`src/sv/ptbfa_pkg.sv`:
```
// ----------------------------------------------------------------------------
// ptbfa_pkg
// Shared types and constants of the page table best-fit allocator.
// ----------------------------------------------------------------------------
package ptbfa_pkg;

   localparam int PAGE_TOTAL_DEF = 256;
   localparam int CNT_W          = 9;

   localparam logic [2:0] OP_FIND      = 3'd0;
   localparam logic [2:0] OP_ALLOC     = 3'd1;
   localparam logic [2:0] OP_FREE      = 3'd2;
   localparam logic [2:0] OP_SET_ID    = 3'd3;
   localparam logic [2:0] OP_CLR_ID    = 3'd4;
   localparam logic [2:0] OP_SET_SLOT  = 3'd5;
   localparam logic [2:0] OP_CLR_SLOT  = 3'd6;
   localparam logic [2:0] OP_DEACT_ALL = 3'd7;

   localparam logic [1:0] ST_OK        = 2'd0;
   localparam logic [1:0] ST_NOT_FOUND = 2'd1;
   localparam logic [1:0] ST_OOM       = 2'd2;

   localparam logic [2:0] TYPE_FREE = 3'd0;
   localparam logic [2:0] TYPE_HEAP = 3'd5;
   localparam int         LOCKED_IDX = 7;
   localparam int         ACTIVE_IDX = 6;
   localparam logic [7:0] RUN_MAX    = 8'd255;

   localparam logic [7:0] SMALL_LIMIT_RST = 8'd6;
   localparam logic [7:0] LOW_END_RST     = 8'd32;

   localparam int         CSR_ADDR_W          = 3;
   localparam logic [2:0] CSR_SMALL_LIMIT_ADR = 3'd0;
   localparam logic [2:0] CSR_LOW_END_ADR     = 3'd4;

   typedef enum logic [4:0] {
      UOP_NONE, UOP_CAPTURE, UOP_DISP, UOP_MOD, UOP_F_RD, UOP_F_CHK,
      UOP_RW_RD, UOP_RW_GET0, UOP_RW_WR, UOP_FR_RD, UOP_FR_CHK,
      UOP_RL_RD, UOP_RL_GET0, UOP_RL_BK, UOP_RL_BKCHK, UOP_RL_FCHK, UOP_RL_FWR,
      UOP_AL_WIN, UOP_SC_INIT, UOP_SC_RD, UOP_SC_CHK, UOP_SC_END,
      UOP_AW_INIT, UOP_AW_RD, UOP_AW_CHK, UOP_AW_WR,
      UOP_DA_RD, UOP_DA_CHK, UOP_DA_WR, UOP_FIN, UOP_FIN_GET
   } uop_type;

   typedef struct packed {
      logic [2:0] op;
      logic       count_zero;
      logic       target_ok;
      logic       mod_done;
      logic       match;
      logic       find_last;
      logic       rw_same;
      logic       ptr_last;
      logic       type_zero;
      logic       rp_zero;
      logic       rp_last;
      logic       rel_match;
      logic       rel_ret_alloc;
      logic       sc_hit;
      logic       sc_last;
      logic       found;
      logic       strat_zero;
      logic       strat_last;
      logic       pass_whole;
      logic       aw_last;
   } stat_type;

endpackage

```
`src/sv/ptbfa_csr.sv`:
```
// ----------------------------------------------------------------------------
// ptbfa_csr
// APB-style configuration registers for the allocation windows.
// ----------------------------------------------------------------------------
module ptbfa_csr (
   input  logic                           clock,
   input  logic                           reset,
   input  logic                           psel,
   input  logic                           penable,
   input  logic                           pwrite,
   input  logic [ptbfa_pkg::CSR_ADDR_W-1:0] paddr,
   input  logic [31:0]                    pwdata,
   output logic [31:0]                    prdata,
   output logic                           pready,
   output logic [7:0]                     small_limit,
   output logic [7:0]                     low_end
);
   logic [7:0] small_limit_ff, small_limit_in;
   logic [7:0] low_end_ff, low_end_in;
   logic       wr;

   assign wr = psel && penable && pwrite;

   always_comb begin
      small_limit_in = small_limit_ff;
      low_end_in     = low_end_ff;
      if (wr && paddr == ptbfa_pkg::CSR_SMALL_LIMIT_ADR) begin
         small_limit_in = pwdata[7:0];
      end
      if (wr && paddr == ptbfa_pkg::CSR_LOW_END_ADR) begin
         low_end_in = pwdata[7:0];
      end
   end

   always_ff @(posedge clock) begin
      if (reset) begin
         small_limit_ff <= ptbfa_pkg::SMALL_LIMIT_RST;
         low_end_ff     <= ptbfa_pkg::LOW_END_RST;
      end else begin
         small_limit_ff <= small_limit_in;
         low_end_ff     <= low_end_in;
      end
   end

   always_comb begin
      prdata = 32'd0;
      if (paddr == ptbfa_pkg::CSR_SMALL_LIMIT_ADR) begin
         prdata = {24'd0, small_limit_ff};
      end else if (paddr == ptbfa_pkg::CSR_LOW_END_ADR) begin
         prdata = {24'd0, low_end_ff};
      end
   end

   assign pready      = 1'b1;
   assign small_limit = small_limit_ff;
   assign low_end     = low_end_ff;
endmodule

```
`config.mk`:
```
export PLATFORM = sky130hd
export DESIGN_NAME = ptbfa_csr
export DESIGN_NICKNAME = d
export VERILOG_FILES = /design/src/sv/ptbfa_pkg.sv /design/src/sv/ptbfa_csr.sv
export SDC_FILE = /design/constraint.sdc
export NUM_CORES = 1
export LEC_CHECK = 0
export BUFFER_PORTS_ARGS = -buffer_cell sky130_fd_sc_hd__buf_2
export CORE_MARGIN = 2
export CORE_UTILIZATION = 32
export CTS_CLUSTER_SIZE = 8
export DETAILED_ROUTE_END_ITERATION = 10
export GPL_TIMING_DRIVEN = 0
export PLACE_DENSITY = 0.68
export SYNTH_ARGS = -nofsm -noshare
export SYNTH_HDL_FRONTEND = slang
export SYNTH_SLANG_ARGS = --single-unit
```
`constraint.sdc`:
```
create_clock -name clock -period 3.3 [get_ports clock]
set_input_delay 0.66 -clock clock [delete_from_list [all_inputs] [get_ports clock]]
set_output_delay 0.66 -clock clock [all_outputs]
set_load 0.02 [all_outputs]
```
==> results by group <==
Clocking
  – Hold buffers post-CTS: 0
  – Clock transition at path regs: 0.09 ns
  – CTS tree: done
  – Postcts setup bufs: 0
  – H-tree depth: 1
  – Inserted Clock Buffers: 3
  – Cts repair resizes: 0
  – Worst-Skew Late Latency: 0.28 ns
  – Clk root buf: clkbuf_4
  – Sink Count: 16
  – Clk buf depth: 2

Setup path
  – Critical path arrival: 1.55 ns
  – Setup crit start kind: input pin
  – Required time of the critical path: 2.64 ns
  – Crit path capture type: primary output
  – Reg-to-reg critical path startpoint: low_end[3]
  – Critical setup path kind: in -> out
  – Crit. Startpoint: paddr[1]
  – Highest fanout seen on the critical path: 10

Final layout
  – # diodes: 0
  – Final Util: 43.9%
  – Area grow syn2layout: 34.0%
  – Fillers: 348
  – Register area: 320 sq um
  – Area of the multi-input gates: 613 sq um
  – Nets: 220
  – Share of post-route cells with drive strength above 1: 41.9%

Logic synthesis
  – Share of the synthesized area in the top cell type: 29.8%
  – Avg Synthesized Cell Area: 9.36 sq um
  – Mapped Area: 0.00108 sq mm
  – Netlist cell types: 14
  – Synth warnings: 0
  – Synth area leaders: dfxtp_1 (30%), mux2i_1 (22%), buf_4 (18%), nand2b_1 (12%), nor2_1 (4.9%)
  – Register area share after synthesis: 29.8%
  – Seq cells post-synth: 16
  – Dominant cell type by area after synthesis: dfxtp_1
  – Cell count after synthesis: 115

Place
  – Port buffer count: 37
  – GPL Wtd Cong: 0.620
  – HPWL after DPL: 1.71 mm

Worst hold path
  – Worst hold start: small_limit[7]
  – Path category of the worst min-delay check: reg -> reg

Global route
  – Largest net degree at the start of global routing: 11
  – Antenna violations before repair: 0
  – Grt ovf: 0
  – Vias in the first global route: 657
  – Total track usage: 11.0%
  – Global-route wire length before repair: 2.99 mm

Die
  – Chip height: 62.0 um
  – DIE WIDTH: 62.0 um
  – Total Die Area: 0.00384 sq mm
  – Row cnt: 21
  – Starting Density: 32.8%
  – CORE AREA: 0.00328 sq mm
  – Io pins: 89

STA
  – WHS: 0.493 ns
  – Hold Fails Final Rpt: 0
  – Setup TNS: 0 ns
  – Peak Freq: 0.452 GHz
  – RSZ-0062 raised after global routing: no
  – Min Tclk post-route: 2.21 ns
  – Worst clock skew: 0 ns
  – Final setup viols: 0
  – Final worst path period share: 67.0%
  – Slew Viols, Final: 0

Drt
  – Drt first pass iters: 2
  – Via density: 3.80
  – Final WL: 2.12 mm
  – Via Count: 856
  – Violation count after the first detailed-routing iteration: 16
  – Post-DRT Antenna Nets: 0
  – Drc violations: 0
  – DR WL/cell: 9.40 um

Outcome
  – Status: completed

Power
  – Pwr Density: 293 mW/mm^2
  – Maximum VDD drop: 0.000123 V
  – Leak: 0.776 nW

Run
  – Max_cap viols: 0
==> report_power, final <==
part | internal, mW | switching [mW] | leakage (nW) | total, mW
clock network | 0.0672 | 0.0617 | 0.0210 | 0.129
logic | 0.0423 | 0.0557 | 0.626 | 0.0980
registers | 0.194 | 0.00103 | 0.129 | 0.195
total | 0.304 | 0.118 | 0.776 | 0.422
==> worst max-delay path: stages <==
cell and delay, ns:
buf_2 0.09, or2_2 0.31, buf_4 0.21, nor2_1 0.11, buf_2 0.17
==> logic make-up (layout without fill, tap and decap cells) <==
kind of cell / after synthesis / after routing / share of synthesized area (%)
AND/OR/NAND/NOR: 42 / 42 / 25.9
buffers and inverters: 31 / 72 / 21.3
multiplexers: 24 / 24 / 22.3
flip-flops: 16 / 16 / 29.8
other: 2 / 25 / 0.698
==> flip-flops by register name (all words and copies together) (netlist names) <==
name and cells:
small_limit 8, low_end 8
==> cell type report <==
| class | instances | share of cell area (%) |
|---|---|---|
| Multi-Input combinational cell | 91 | 42.5 |
| Sequential cell | 16 | 22.2 |
| Buffer | 31 | 15.9 |
| Timing Repair Buffer | 37 | 12.8 |
| Tap cell | 46 | 3.99 |
| Clock buffer | 4 | 2.52 |
==> routing by layer <==
metal	global-route usage (%)	wire [um]
met1	13.7	892
met2	17.7	1000
met3	2.48	189
met4	5.47	29
met5	0	0
==> metrics by stage <==
stage               instance area [sq um]  std cells  setup slack, ns  power (mW)
floorplan                            1160        138             1.19       0.278
global placement                     1410        221             1.07       0.298
detailed placement                   1410        221             1.08       0.298
CTS                                  1440        225             1.07       0.429
global route                         1440        225             1.02       0.444
finish                               1440        225             1.09       0.422
==> cells in the mapped netlist <==
cell type,instances
nand2b_1,21
mux2i_1,24
clkbuf_1,3
dfxtp_1,16
buf_6,2
or2_2,2
buf_4,26
nand4_4,1
nor2_4,1
nand4b_4,1
nor2_1,14
or2_1,1
nor2_8,1
conb_1,2
==> final timing paths <==
kind / to / depth (start not counted) / slack (ns)
worst min register to register: small_limit[7] / 2 / 0.49
worst max register to register: low_end[3] / 2 / 2.69
worst min-delay path: small_limit[7] / 2 / 0.49
worst max-delay path: prdata[4] / 5 / 1.09
==> layout by cell type (no fill, tap or decap), types with 2 or more instances in the layout <==
| cell type | netlist | final |
|---|---|---|
| buf_2 | 0 | 37 |
| buf_4 | 26 | 26 |
| buf_6 | 2 | 2 |
| clkbuf_1 | 3 | 3 |
| clkbuf_4 | 0 | 3 |
| conb_1 | 2 | 25 |
| dfxtp_1 | 16 | 16 |
| mux2i_1 | 24 | 24 |
| nand2b_1 | 21 | 21 |
| nor2_1 | 14 | 14 |
| or2_2 | 2 | 2 |
No activity file was read; power rests on OpenSTA's default activity.
