==> config.mk <==
export PLATFORM = sky130hd
export DESIGN_NAME = ptbfa_ctrl
export DESIGN_NICKNAME = d
export VERILOG_FILES = /design/src/sv/ptbfa_pkg.sv /design/src/sv/ptbfa_ctrl.sv
export SDC_FILE = /design/constraint.sdc
export NUM_CORES = 1
export LEC_CHECK = 0
export BUFFER_PORTS_ARGS = -buffer_cell sky130_fd_sc_hd__buf_2
export CELL_PAD_IN_SITES_DETAIL_PLACEMENT = 1
export CELL_PAD_IN_SITES_GLOBAL_PLACEMENT = 2
export CORE_MARGIN = 1.5
export CORE_UTILIZATION = 25
export CTS_CLUSTER_SIZE = 25
export DETAILED_ROUTE_END_ITERATION = 12
export PLACE_DENSITY_LB_ADDON = 0.3
export SETUP_SLACK_MARGIN = 0.02
export SLEW_MARGIN = 15
export SYNTH_ARGS = -nofsm -noshare
export SYNTH_HDL_FRONTEND = slang
export SYNTH_SLANG_ARGS = --single-unit
==> constraint.sdc <==
create_clock -name clock -period 1.8 [get_ports clock]
set_clock_uncertainty 0.15 [all_clocks]
set_input_delay 0.18 -clock clock [delete_from_list [all_inputs] [get_ports clock]]
set_output_delay 0.18 -clock clock [all_outputs]
set_load 0.05 [all_outputs]
==> src/sv/ptbfa_pkg.sv <==
// ----------------------------------------------------------------------------
// ptbfa_pkg
// Shared types and constants of the page table best-fit allocator.
// ----------------------------------------------------------------------------
package ptbfa_pkg;

   localparam int PAGE_TOTAL_DEF = 256;
   localparam int CNT_W          = 9;

   localparam logic [2:0] OP_FIND      = 3'd0;
   localparam logic [2:0] OP_ALLOC     = 3'd1;
   localparam logic [2:0] OP_FREE      = 3'd2;
   localparam logic [2:0] OP_SET_ID    = 3'd3;
   localparam logic [2:0] OP_CLR_ID    = 3'd4;
   localparam logic [2:0] OP_SET_SLOT  = 3'd5;
   localparam logic [2:0] OP_CLR_SLOT  = 3'd6;
   localparam logic [2:0] OP_DEACT_ALL = 3'd7;

   localparam logic [1:0] ST_OK        = 2'd0;
   localparam logic [1:0] ST_NOT_FOUND = 2'd1;
   localparam logic [1:0] ST_OOM       = 2'd2;

   localparam logic [2:0] TYPE_FREE = 3'd0;
   localparam logic [2:0] TYPE_HEAP = 3'd5;
   localparam int         LOCKED_IDX = 7;
   localparam int         ACTIVE_IDX = 6;
   localparam logic [7:0] RUN_MAX    = 8'd255;

   localparam logic [7:0] SMALL_LIMIT_RST = 8'd6;
   localparam logic [7:0] LOW_END_RST     = 8'd32;

   localparam int         CSR_ADDR_W          = 3;
   localparam logic [2:0] CSR_SMALL_LIMIT_ADR = 3'd0;
   localparam logic [2:0] CSR_LOW_END_ADR     = 3'd4;

   typedef enum logic [4:0] {
      UOP_NONE, UOP_CAPTURE, UOP_DISP, UOP_MOD, UOP_F_RD, UOP_F_CHK,
      UOP_RW_RD, UOP_RW_GET0, UOP_RW_WR, UOP_FR_RD, UOP_FR_CHK,
      UOP_RL_RD, UOP_RL_GET0, UOP_RL_BK, UOP_RL_BKCHK, UOP_RL_FCHK, UOP_RL_FWR,
      UOP_AL_WIN, UOP_SC_INIT, UOP_SC_RD, UOP_SC_CHK, UOP_SC_END,
      UOP_AW_INIT, UOP_AW_RD, UOP_AW_CHK, UOP_AW_WR,
      UOP_DA_RD, UOP_DA_CHK, UOP_DA_WR, UOP_FIN, UOP_FIN_GET
   } uop_type;

   typedef struct packed {
      logic [2:0] op;
      logic       count_zero;
      logic       target_ok;
      logic       mod_done;
      logic       match;
      logic       find_last;
      logic       rw_same;
      logic       ptr_last;
      logic       type_zero;
      logic       rp_zero;
      logic       rp_last;
      logic       rel_match;
      logic       rel_ret_alloc;
      logic       sc_hit;
      logic       sc_last;
      logic       found;
      logic       strat_zero;
      logic       strat_last;
      logic       pass_whole;
      logic       aw_last;
   } stat_type;

endpackage

==> src/sv/ptbfa_ctrl.sv <==
// ----------------------------------------------------------------------------
// ptbfa_ctrl
// Controller: sequences table walks and scans through datapath commands.
// ----------------------------------------------------------------------------
module ptbfa_ctrl (
   input  logic                clock,
   input  logic                reset,
   input  logic                req_valid,
   input  logic                rsp_ready,
   input  ptbfa_pkg::stat_type stat,
   output ptbfa_pkg::uop_type  uop,
   output logic                req_ready,
   output logic                rsp_valid
);
   localparam logic [5:0] S_IDLE     = 6'd0;
   localparam logic [5:0] S_DISP     = 6'd1;
   localparam logic [5:0] S_MOD      = 6'd2;
   localparam logic [5:0] S_F_RD     = 6'd3;
   localparam logic [5:0] S_F_CHK    = 6'd4;
   localparam logic [5:0] S_RW_RD0   = 6'd5;
   localparam logic [5:0] S_RW_GET0  = 6'd6;
   localparam logic [5:0] S_RW_WR    = 6'd7;
   localparam logic [5:0] S_RW_RD    = 6'd8;
   localparam logic [5:0] S_RW_CHK   = 6'd9;
   localparam logic [5:0] S_FR_RD    = 6'd10;
   localparam logic [5:0] S_FR_CHK   = 6'd11;
   localparam logic [5:0] S_RL_RD0   = 6'd12;
   localparam logic [5:0] S_RL_GET0  = 6'd13;
   localparam logic [5:0] S_RL_BK    = 6'd14;
   localparam logic [5:0] S_RL_BKCHK = 6'd15;
   localparam logic [5:0] S_RL_FRD   = 6'd16;
   localparam logic [5:0] S_RL_FCHK  = 6'd17;
   localparam logic [5:0] S_RL_FWR   = 6'd18;
   localparam logic [5:0] S_AL_WIN   = 6'd19;
   localparam logic [5:0] S_SC_INIT  = 6'd20;
   localparam logic [5:0] S_SC_RD    = 6'd21;
   localparam logic [5:0] S_SC_CHK   = 6'd22;
   localparam logic [5:0] S_SC_END   = 6'd23;
   localparam logic [5:0] S_AW_INIT  = 6'd24;
   localparam logic [5:0] S_AW_RD    = 6'd25;
   localparam logic [5:0] S_AW_CHK   = 6'd26;
   localparam logic [5:0] S_AW_WR    = 6'd27;
   localparam logic [5:0] S_DA_RD    = 6'd28;
   localparam logic [5:0] S_DA_CHK   = 6'd29;
   localparam logic [5:0] S_DA_WR    = 6'd30;
   localparam logic [5:0] S_FIN      = 6'd31;
   localparam logic [5:0] S_FIN_GET  = 6'd32;
   localparam logic [5:0] S_OUT      = 6'd33;

   logic [5:0] state_ff, state_in;
   logic [5:0] rel_done;

   assign rel_done = stat.rel_ret_alloc ? S_AW_WR : S_FIN;

   always_comb begin
      state_in = state_ff;
      uop      = ptbfa_pkg::UOP_NONE;
      unique case (state_ff)
         S_IDLE: begin
            if (req_valid) begin
               uop      = ptbfa_pkg::UOP_CAPTURE;
               state_in = S_DISP;
            end
         end
         S_DISP: begin
            uop = ptbfa_pkg::UOP_DISP;
            unique case (stat.op)
               ptbfa_pkg::OP_ALLOC: state_in = stat.count_zero ? S_FIN : S_AL_WIN;
               ptbfa_pkg::OP_FREE: state_in = stat.target_ok ? S_FR_RD : S_FIN;
               ptbfa_pkg::OP_SET_SLOT, ptbfa_pkg::OP_CLR_SLOT:
                  state_in = stat.target_ok ? S_RW_RD0 : S_FIN;
               ptbfa_pkg::OP_DEACT_ALL: state_in = S_DA_RD;
               default: state_in = S_MOD;
            endcase
         end
         S_MOD: begin
            uop = ptbfa_pkg::UOP_MOD;
            if (stat.mod_done) begin
               state_in = S_F_RD;
            end
         end
         S_F_RD: begin
            uop      = ptbfa_pkg::UOP_F_RD;
            state_in = S_F_CHK;
         end
         S_F_CHK: begin
            uop = ptbfa_pkg::UOP_F_CHK;
            if (stat.match) begin
               state_in = (stat.op == ptbfa_pkg::OP_FIND) ? S_FIN : S_RW_RD0;
            end else begin
               state_in = stat.find_last ? S_FIN : S_F_RD;
            end
         end
         S_RW_RD0: begin
            uop      = ptbfa_pkg::UOP_RW_RD;
            state_in = S_RW_GET0;
         end
         S_RW_GET0: begin
            uop      = ptbfa_pkg::UOP_RW_GET0;
            state_in = S_RW_WR;
         end
         S_RW_WR: begin
            uop      = ptbfa_pkg::UOP_RW_WR;
            state_in = stat.ptr_last ? S_FIN : S_RW_RD;
         end
         S_RW_RD: begin
            uop      = ptbfa_pkg::UOP_RW_RD;
            state_in = S_RW_CHK;
         end
         S_RW_CHK: state_in = stat.rw_same ? S_RW_WR : S_FIN;
         S_FR_RD: begin
            uop      = ptbfa_pkg::UOP_FR_RD;
            state_in = S_FR_CHK;
         end
         S_FR_CHK: begin
            uop      = ptbfa_pkg::UOP_FR_CHK;
            state_in = stat.type_zero ? S_FIN : S_RL_RD0;
         end
         S_RL_RD0: begin
            uop      = ptbfa_pkg::UOP_RL_RD;
            state_in = S_RL_GET0;
         end
         S_RL_GET0: begin
            uop      = ptbfa_pkg::UOP_RL_GET0;
            state_in = stat.type_zero ? rel_done : S_RL_BK;
         end
         S_RL_BK: begin
            uop      = ptbfa_pkg::UOP_RL_BK;
            state_in = stat.rp_zero ? S_RL_FRD : S_RL_BKCHK;
         end
         S_RL_BKCHK: begin
            uop      = ptbfa_pkg::UOP_RL_BKCHK;
            state_in = stat.rel_match ? S_RL_BK : S_RL_FRD;
         end
         S_RL_FRD: begin
            uop      = ptbfa_pkg::UOP_RL_RD;
            state_in = S_RL_FCHK;
         end
         S_RL_FCHK: begin
            uop      = ptbfa_pkg::UOP_RL_FCHK;
            state_in = stat.rel_match ? S_RL_FWR : rel_done;
         end
         S_RL_FWR: begin
            uop      = ptbfa_pkg::UOP_RL_FWR;
            state_in = stat.rp_last ? rel_done : S_RL_FRD;
         end
         S_AL_WIN: begin
            uop      = ptbfa_pkg::UOP_AL_WIN;
            state_in = S_SC_INIT;
         end
         S_SC_INIT: begin
            uop      = ptbfa_pkg::UOP_SC_INIT;
            state_in = S_SC_RD;
         end
         S_SC_RD: begin
            uop      = ptbfa_pkg::UOP_SC_RD;
            state_in = S_SC_CHK;
         end
         S_SC_CHK: begin
            uop = ptbfa_pkg::UOP_SC_CHK;
            if (stat.sc_hit) begin
               state_in = S_AW_INIT;
            end else begin
               state_in = stat.sc_last ? S_SC_END : S_SC_RD;
            end
         end
         S_SC_END: begin
            uop = ptbfa_pkg::UOP_SC_END;
            if (stat.found) begin
               state_in = S_AW_INIT;
            end else begin
               state_in = (stat.strat_last && stat.pass_whole) ? S_FIN : S_SC_INIT;
            end
         end
         S_AW_INIT: begin
            uop      = ptbfa_pkg::UOP_AW_INIT;
            state_in = stat.strat_zero ? S_AW_WR : S_AW_RD;
         end
         S_AW_RD: begin
            uop      = ptbfa_pkg::UOP_AW_RD;
            state_in = S_AW_CHK;
         end
         S_AW_CHK: begin
            uop      = ptbfa_pkg::UOP_AW_CHK;
            state_in = S_RL_RD0;
         end
         S_AW_WR: begin
            uop = ptbfa_pkg::UOP_AW_WR;
            if (stat.aw_last) begin
               state_in = S_FIN;
            end else begin
               state_in = stat.strat_zero ? S_AW_WR : S_AW_RD;
            end
         end
         S_DA_RD: begin
            uop      = ptbfa_pkg::UOP_DA_RD;
            state_in = S_DA_CHK;
         end
         S_DA_CHK: begin
            uop      = ptbfa_pkg::UOP_DA_CHK;
            state_in = S_DA_WR;
         end
         S_DA_WR: begin
            uop      = ptbfa_pkg::UOP_DA_WR;
            state_in = stat.ptr_last ? S_FIN : S_DA_RD;
         end
         S_FIN: begin
            uop      = ptbfa_pkg::UOP_FIN;
            state_in = stat.target_ok ? S_FIN_GET : S_OUT;
         end
         S_FIN_GET: begin
            uop      = ptbfa_pkg::UOP_FIN_GET;
            state_in = S_OUT;
         end
         S_OUT: begin
            if (rsp_ready) begin
               state_in = S_IDLE;
            end
         end
         default: state_in = S_IDLE;
      endcase
   end

   always_ff @(posedge clock) begin
      if (reset) begin
         state_ff <= S_IDLE;
      end else begin
         state_ff <= state_in;
      end
   end

   assign req_ready = (state_ff == S_IDLE);
   assign rsp_valid = (state_ff == S_OUT);
endmodule

==> reports/results.ini, run 1 <==
[critical_path]
cp_cell_sequence=buf_6 > buf_4 > buf_4 > a311oi_1 > a2111oi_1 > a31oi_1
crit_top_cell=buf_4
crit_path_end_kind=flip-flop
critPathSlowestCell=a311oi_1
worstPathRequired_ps=1790
path_class=reg2reg
cp_max_fo=8
slowest_delay_ps=540
crit_path_start_kind=flip-flop
worst_ep_arrival_time_ps=1970

[timing]
relSlewSlack_pct=60.6
post-route-period-util_pct=110
period_minus_slack_ps=1970
holdWs_ps=69.9
rsz0062_at_grt=true
worst_pin_slew_ps=588
finalHoldViolCount=0
setup_violations=10
fin_ws_ps=-173
drv_slew=0
max_freq_ghz=0.507

[clock_tree]
h-tree-depth=1
cts_tree=built
cts_inserted_buffers=3
clock-sinks=6
clk_pin_slew_worst_paths_ps=40
root_buffer=clkbuf_8
clk_latency_ps=220
cts_hold_buffers=0
cts.path.max_buffers=2

[synth]
synthAdderAreaFrac_pct=0
ys_ff_latch=6
synth-edff-count=0
yosys_most_used_dff=dfxtp_1
synth_top_area_cell=dfxtp_1
synth-simple-area-share_pct=37.4
ys_seq_area_share_pct=9.44
synth_commonest_cells=nor2_1 (18), nand2_1 (15), o21ai_0 (15)
synth_nets=221
syn-instance-count=195
synth_top_family_by_area=compound AO/OA/AOI/OAI gates
ys_top_cells_by_area=dfxtp_1 (9.4%), o21ai_0 (5.9%), nor2_1 (5.3%)
yosysTopAreaCellShare_pct=9.44
yosysWarnings=0
synth_area_um2=1270
synth-xor-area-share_pct=2.06
synth_area_per_cell_um2=6.53
synth-compound-area-share_pct=39.6
synthArstFlopShare_pct=0
synthMuxAreaShare_pct=1.57
yosysMostFrequentCell=nor2_1
yosysUniqueCellTypes=56

[global_route]
grtUsageTotal_pct=23.2
grt-ovfl-total=0
grt_max_degree=12
grt_pass1_vias=1940
grt_pass1_wl_um=9790
grt_antenna_before_repair=0

[pwr]
power_leakage_uw=0.00106
ir_worst_vdd_mv=0.658
total_power_uw=3750
p_per_area_nw_per_um2=1490

[drt]
wl_per_cell_um=19.2
firstDrtPassIters=4
drc=0
drt_iter0_drc=90
wl_um=6980
vias=2019
ant_nets=0
viasPerCell=5.55

[placement]
portBuffers=32
dp_hpwl_um=4600
pre_cts_ws_ps=-219
post-place-cells=335
routabilityCongestion=0.926

[layout]
largest_register=state_ff
reg_top3=state_ff x6
antenna-diode-count=0
area_growth_syn_to_layout_pct=98.2
largest_reg_flops=6
layoutNonFillerInstCount=364
nets=325
drive_gt1_share_pct=55.9

[run_status]
status=finished, violations left
violations=negative setup slack

[floorplan]
start_util_pct=26.4
ios=33
fp.dieW_um=74.3
die_area_um2=5530
fp-row-count=25
die_y_um=74.3
core_region_area_um2=4820

[worst_hold_path]
hold_path.class=in2reg

[job]
cap_viol_max_count=0

-- power breakdown --
part	internal, uW	switching (uW)	total, uW	leakage [uW]
sequential	195	115	310	0.0000531
clock	144	64.6	209	0.0000216
combinational	1590	1640	3230	0.000988
-- final cells by class --
type / count / area [um^2]
Inverter: 5 / 18.8
Tap cell: 67 / 83.8
Clock buffer: 3 / 41.3
Multi-Input combinational cell: 165 / 1290
Sequential cell: 6 / 140
Fill cell: 625 / 2290
Timing Repair Buffer: 118 / 951
-- repair_timing --
| item | in CTS | in global routing |
|---|---|---|
| gates cloned | 0 | 1 |
| pin swaps | 12 | 30 |
| setup endpoints to repair | 13 | 13 |
| buffers inserted | 10 | 17 |
| gates resized for setup | 47 | 44 |
-- worst paths after layout --
check | start | endpoint | slack (ps) | cells after the start
max | state_ff[1]$_SDFFE_PP0P_ | state_ff[2]$_SDFFE_PP0P_ | -170 | 6
min | reset | state_ff[3]$_SDFFE_PP0P_ | 70 | 2
max reg2reg | state_ff[1]$_SDFFE_PP0P_ | state_ff[2]$_SDFFE_PP0P_ | -170 | 6
min reg2reg | state_ff[2]$_SDFFE_PP0P_ | state_ff[5]$_SDFFE_PP0P_ | 580 | 3
-- metrics by stage --
stage	setup TNS [ps]	cell area [um^2]	utilization, %
after floorplan	-351	1330	-
after global routing	-1380	2520	52.4
after detailed placement	-1540	1900	39.5
final	-759	2520	52.4
after CTS	-466	2170	45.1
after global placement	-1150	1900	39.5
-- kinds of logic after synthesis --
kind of cell	count (synthesis)
AOI/OAI and AO/OA	74
buffers and inverters	24
xor gates and xnor gates	3
and+or+nand+nor	86
muxes	2
DFF	6
-- critical path, delay by kind of cell, from the launching register on --
kind                   cells  cell delay, ps
AOI/OAI and AO/OA          3             940
buffers and inverters      3             420
DFF                        1             390
-- per-layer routing --
layer / wire length [um] / vias to the layer above / GRT usage [%] / share of wire [%]
li1: - / 944 / - / -
met1: 2920 / 987 / 30.0 / 42
met2: 3510 / 70 / 39.3 / 50
met3: 296 / 18 / 2.71 / 4.2
met4: 261 / 0 / 9.29 / 3.7
met5: 0 / - / 0 / 0
-- layout by cell type (no fill, tap or decap), types with 2 or more instances in the layout --
cell       synthesis  routed
buf_4              3      67
buf_2              8      25
buf_6              2      22
nor2_1            18      16
nand2_1           15      14
nand2b_1          10       9
o21ai_0           15       9
a21oi_1           10       8
nor3_1             9       7
a31oi_1            7       7
nor2b_1            7       6
o21ai_2            0       5
nand3_1            6       5
dfxtp_4            0       5
o22ai_1            6       4
nand3b_1           4       4
xor2_1             3       3
a21boi_0           4       3
inv_1              4       3
a2111oi_4          0       3
clkbuf_8           0       3
nor2_4             1       2
or2_4              0       2
a211o_1            2       2
a21oi_2            0       2
inv_2              1       2
o22a_1             2       2
o21ai_1            1       2
mux2i_1            2       2
a21o_1             2       2
o21a_1             2       2
a311oi_1           3       2
and4b_1            2       2
o211ai_1           2       2
buf_8              0       2
Note: power is estimated with default switching activity, not from simulation.
==> run 2, diff against run 1 <==
--- a/config.mk
+++ b/config.mk
@@ -13,7 +13,7 @@
 export CTS_CLUSTER_SIZE = 25
 export DETAILED_ROUTE_END_ITERATION = 12
 export PLACE_DENSITY_LB_ADDON = 0.3
-export SETUP_SLACK_MARGIN = 0.02
+export SETUP_SLACK_MARGIN = 0.15
 export SLEW_MARGIN = 15
 export SYNTH_ARGS = -nofsm -noshare
 export SYNTH_HDL_FRONTEND = slang
==> run 2 against run 1 <==
Effect of this change:
- the run still ends with negative setup slack left
- sequential power decreased by 7.1%
- design area increased by 3.3%
- clock-buffer cell count unchanged
- first-iteration DRC count decreased by 26%
- combinational power increased by 5%
- core utilization increased by 1.7 points
- total power increased by 3.8%
- sequential share of layout area decreased by 0.083 points
- worst setup slack improved by 46 ps
- global-route usage increased by 3.4 points
- critical endpoint is now uop[3]
==> reports/results.ini, run 2 (same netlist as run 1, synthesis figures left out) <==
[run_status]
status=finished, violations left
violations=negative setup slack

[timing]
finalHoldViolCount=0  ; unchanged
tns_ps=-683  ; +75.9 ps
worst_pin_slew_ps=419  ; -169 ps
rsz0062_at_grt=true
max_freq_ghz=0.519  ; +2.4%
period_minus_slack_ps=1930  ; -45.8 ps
relSlewSlack_pct=71.8  ; +11 points
drv_slew=0  ; unchanged
setup_violations=10  ; unchanged
fin_ws_ps=-127  ; +45.8 ps
post-route-period-util_pct=107  ; -2.5 points
holdWs_ps=83.5  ; +13.5 ps

[clock_tree]
cts.path.max_buffers=2  ; unchanged
cts_tree=built
clk_latency_ps=230  ; about the same
h-tree-depth=1  ; unchanged
root_buffer=clkbuf_8
clk_pin_slew_worst_paths_ps=40  ; about the same
clock-sinks=6  ; unchanged
cts_inserted_buffers=3  ; unchanged

[pwr]
ir_worst_vdd_mv=0.822  ; +25%
p_per_area_nw_per_um2=1490  ; +0.42%
total_power_uw=3890  ; +3.8%
power_leakage_uw=0.00108  ; +1.4%

[critical_path]
cp_cell_sequence=buf_6 > or2_4 > o22a_1 > o22ai_4 > buf_6
path_class=reg2out
crit_top_cell=buf_6
worstPathRequired_ps=1470  ; -320 ps
critPathSlowestCell=dfxtp_4
cp_max_fo=7  ; -1
worst_ep_arrival_time_ps=1600  ; -370 ps
crit_path_start_kind=flip-flop
slowest_delay_ps=380  ; -160 ps
crit_path_end_kind=output pin

[worst_hold_path]
hold_path.class=in2reg

[layout]
fill_cells=594  ; -5.0%
final_cell_mix=buf_4 (59), buf_6 (27), buf_2 (25)
largest_register=state_ff
final_common_cell=buf_4
antenna-diode-count=0  ; unchanged
nets=323  ; -0.62%
layoutNonFillerInstCount=362  ; -0.55%
area_growth_syn_to_layout_pct=105
drive_gt1_share_pct=59.3  ; +3.4 points
utilization_pct=54.1  ; +1.7 points
reg_top3=state_ff x6
largest_reg_flops=6  ; unchanged

[job]
cap_viol_max_count=0  ; unchanged

[drt]
ant_nets=0  ; unchanged
drc=0  ; unchanged
viasPerCell=5.57  ; +0.40%
wl_um=7270  ; +4.1%
vias=2016  ; -0.15%
wl_per_cell_um=20.1  ; +4.7%
firstDrtPassIters=4  ; unchanged
drt_iter0_drc=67  ; -26%

[floorplan]
start_util_pct=26.4  ; unchanged
die_y_um=74.3  ; unchanged
fp-row-count=25  ; unchanged
die_area_um2=5530  ; unchanged
core_region_area_um2=4820  ; unchanged
fp.dieW_um=74.3  ; unchanged
ios=33  ; unchanged

[placement]
routabilityCongestion=0.862  ; -6.9%
portBuffers=32  ; unchanged
post-place-cells=332  ; -0.90%
dp_hpwl_um=4830  ; +5.0%

[global_route]
grt-ovfl-total=0  ; unchanged
grt_max_degree=15  ; +3
grt_pass1_vias=2158  ; +11%
grt_antenna_before_repair=0  ; unchanged
grtUsageTotal_pct=26.6  ; +3.4 points
grt_pass1_wl_um=11100  ; +14%

## run 2: what timing repair did
item,in CTS,in global routing
gates cloned,0,0
buffers inserted,19,8
gates resized for setup,79,21
setup endpoints to repair,13,13
hold buffers,0,0
pin swaps,20,28
## run 2: final cells by class
cell class,instances,area [um^2],area share (%)
Timing Repair Buffer,116,967,37.1
Sequential cell,6,143,5.47
Multi-Input combinational cell,165,1350,51.9
Clock buffer,3,41.3,1.58
Tap cell,67,83.8,3.22
Inverter,5,18.8,0.720
## run 2: stage by stage
step / worst slack (ps) / area [um^2]
after floorplan: 64.1 / 1410
after global placement: -303 / 1980
after detailed placement: -292 / 1980
after CTS: -100 / 2450
after global routing: -174 / 2610
final: -127 / 2610
## run 2: routing by layer
metal / global-route usage [%] / vias to the layer above / wire length [um]
met5: 0 / - / 0
met4: 5.25 / 0 / 262
met3: 3.52 / 23 / 329
met2: 47.8 / 68 / 3580
met1: 34.1 / 987 / 3100
li1: - / 938 / -
## run 2: worst max-delay path, delay by kind of cell (launching register included)
kind            cells  cell delay (ps)
compound gates      2              420
buf+inv             2              320
flops               1              380
simple gates        1              250
## run 2: final timing paths
path / startpoint / end / cells after the start / slack (ps)
worst max register to register: state_ff[1]$_SDFFE_PP0P_ / state_ff[0]$_SDFFE_PP0P_ / 6 / -90
worst min register to register: state_ff[2]$_SDFFE_PP0P_ / state_ff[5]$_SDFFE_PP0P_ / 3 / 570
worst max-delay path: state_ff[1]$_SDFFE_PP0P_ / uop[3] / 5 / -130
worst min-delay path: reset / state_ff[0]$_SDFFE_PP0P_ / 2 / 80
## run 2: report_power, final
group / internal, uW / switching [uW]
Combinational: 1630 / 1760
Clock: 145 / 68.0
Sequential: 193 / 94.5
==> run 3, diff against run 2 <==
--- a/config.mk
+++ b/config.mk
@@ -9,9 +9,10 @@
 export CELL_PAD_IN_SITES_DETAIL_PLACEMENT = 1
 export CELL_PAD_IN_SITES_GLOBAL_PLACEMENT = 2
 export CORE_MARGIN = 1.5
-export CORE_UTILIZATION = 25
+export CORE_UTILIZATION = 30
 export CTS_CLUSTER_SIZE = 25
 export DETAILED_ROUTE_END_ITERATION = 12
+export GPL_TIMING_DRIVEN = 0
 export PLACE_DENSITY_LB_ADDON = 0.3
 export SETUP_SLACK_MARGIN = 0.15
 export SLEW_MARGIN = 15
==> constraint.sdc (replaced) <==
create_clock -name clock -period 2.46 [get_ports clock]
set_clock_uncertainty 0.15 [all_clocks]
set_input_delay 0.246 -clock clock [delete_from_list [all_inputs] [get_ports clock]]
set_output_delay 0.246 -clock clock [all_outputs]
set_load 0.05 [all_outputs]
==> run 3 against run 2 <==
Effect of this change:
- the flow now finishes without violations
- sequential power decreased by 50%
- sequential share of layout area increased by 2.1 points
- core utilization decreased by 15 points
- critical endpoint unchanged
- combinational power decreased by 58%
- design area decreased by 39%
- largest power group unchanged
- register-to-register slack improved by 370 ps
- clock-buffer cell count unchanged
- clock power decreased by 32%
- die area decreased by 16%
- worst setup slack improved by 360 ps
- routed wire length decreased by 29%
==> reports/results.ini, run 3 (same netlist as run 1, synthesis figures left out) <==
[global_route]
grt_antenna_before_repair=0  ; unchanged
grt_pass1_vias=1623  ; -25%
grtUsageTotal_pct=23.7  ; -2.9 points
grt-ovfl-total=0  ; unchanged
grt_pass1_wl_um=8230  ; -26%
grt_max_degree=11  ; -4

[drt]
ant_nets=0  ; unchanged
drc=0  ; unchanged
firstDrtPassIters=4  ; unchanged
viasPerCell=5.96  ; +7.0%
wl_per_cell_um=18.6  ; -7.6%
vias=1656  ; -18%
drt_iter0_drc=135  ; +100%
wl_um=5160  ; -29%

[layout]
final_common_cell=buf_2
nets=256  ; -21%
largest_register=state_ff
drive_gt1_share_pct=25.4  ; -34 points
final_cell_mix=buf_2 (32), nor2_1 (17), nand2_1 (15)
area_growth_syn_to_layout_pct=24.4
multi_input_area_um2=1050  ; -23%
layoutNonFillerInstCount=278  ; -23%
regArea_um2=120  ; -16%
reg_top3=state_ff x6
antenna-diode-count=0  ; unchanged
largest_reg_flops=6  ; unchanged
fill_cells=550  ; -7.4%

[timing]
holdWs_ps=162  ; +79.0 ps
post-route-period-util_pct=90.5
finalHoldViolCount=0  ; unchanged
relSlewSlack_pct=60.4  ; -11 points
drv_slew=0  ; unchanged
rsz0062_at_grt=false
max_freq_ghz=0.449
tns_ps=0  ; +683 ps
setup_violations=0  ; -10
worst_pin_slew_ps=579  ; +161 ps
period_minus_slack_ps=2230

[worst_hold_path]
hold_path.class=in2reg
hp-start=reset

[floorplan]
fp-row-count=23  ; -8.0%
die_area_um2=4640  ; -16%
core_region_area_um2=4030  ; -16%
die_y_um=68.1  ; -8.4%
ios=33  ; unchanged
fp.dieW_um=68.1  ; -8.4%
start_util_pct=31.6  ; +5.2 points

[critical_path]
reg2reg_from=state_ff[1]$_SDFFE_PP0P_
slowest_delay_ps=310  ; -70 ps
crit_path_start_kind=flip-flop
worstPathRequired_ps=2060  ; +590 ps
path_class=reg2out
worstSetupStartpoint=state_ff[1]$_SDFFE_PP0P_
rrSetupSlack_ps=280  ; +370 ps
worst_ep_arrival_time_ps=1830  ; +230 ps
crit_path_end_kind=output pin
cp_max_fo=10  ; +3
critical_path_buf_inv_count=3  ; +1
critPathSlowestCell=dfxtp_1
cp_cell_sequence=buf_6 > buf_4 > or2_1 > o22a_1 > o22ai_1 > buf_2
cp_top_family=buffers and inverters

[job]
cap_viol_max_count=0  ; unchanged

[placement]
routabilityCongestion=0.881  ; +2.2%
portBuffers=30  ; -6.3%
post-place-cells=275  ; -17%
dp_hpwl_um=4030  ; -17%

[clock_tree]
cts.path.max_buffers=2  ; unchanged
clk_latency_ps=220  ; about the same
cts_hold_buffers=0  ; unchanged
root_buffer=clkbuf_8
post-cts-setup-buffers=0  ; -19
clk_pin_slew_worst_paths_ps=40  ; about the same
cts_inserted_buffers=3  ; unchanged
clock-sinks=6  ; unchanged
h-tree-depth=1  ; unchanged
cts_tree=built

[pwr]
ir_worst_vdd_mv=0.357  ; -57%
p_per_area_nw_per_um2=1080  ; -27%
total_power_uw=1720  ; -56%
power_leakage_uw=0.000622  ; -42%

[run_status]
status=finished clean

[run 3: cell types whose count changed in the layout (fill, tap and decap cells not counted), moves of 4 or more]
| cell | previous run | this run |
|---|---|---|
| buf_12 | 4 | 0 |
| buf_2 | 25 | 32 |
| buf_4 | 59 | 4 |
| buf_6 | 27 | 5 |
| clkbuf_4 | 0 | 4 |
| dfxtp_1 | 0 | 6 |
| dfxtp_4 | 6 | 0 |
| nand2b_1 | 6 | 10 |
| nor2_1 | 13 | 17 |
| o21ai_0 | 9 | 14 |
| o22ai_1 | 2 | 6 |
[run 3: worst register-to-register path, cell delays in order, from the launching register on]
cell	delay, ps
dfxtp_1	310
buf_6	140
buf_4	170
or2_1	300
o2111ai_1	140
o211ai_1	180
a2111oi_1	520
a21oi_1	150
[run 3: report_power, final]
group / internal, uW / total (uW) / switching (uW) / leakage [uW]
Sequential: 126 / 143 / 16.6 / 0.0000493
Clock: 105 / 144 / 39.4 / 0.0000216
Combinational: 495 / 1430 / 934 / 0.000551
[run 3: area by class of cell]
class / instances / area share (%)
inverter: 5 / 1.19
multi-input combinational: 165 / 66.2
buffer: 19 / 8.46
timing repair buffer: 30 / 10.0
clock buffer: 3 / 2.61
tap: 50 / 3.95
sequential: 6 / 7.59
[run 3: stage by stage]
stage	utilization (%)	area (um^2)	setup slack (ps)
CTS	38.5	1550	154
detailed placement	37.0	1490	116
finish	39.3	1580	234
global placement	37.0	1490	87.7
global route	39.3	1580	152
floorplan	-	1280	192
[run 3: repair_timing]
| action | in CTS | in global routing |
|---|---|---|
| resized for setup | 8 | 12 |
| pin swaps | 0 | 0 |
| endpoints found under the setup margin | 5 | 6 |
[run 3: path summary, 6_finish.rpt]
path | to | depth (start not counted)
setup / recovery | uop[3] | 6
hold / removal | state_ff[5]$_SDFFE_PP0P_ | 2
setup reg to reg | state_ff[1]$_SDFFE_PP0P_ | 7
hold reg to reg | state_ff[3]$_SDFFE_PP0P_ | 4
[run 3: metal layers]
metal  wire length (um)  vias up  track usage (%)
met3                354        8             3.78
met4                116        0             4.00
li1                   -      805                -
met2               2330       67             38.8
met1               2360      776             32.9
met5                  0        -                0
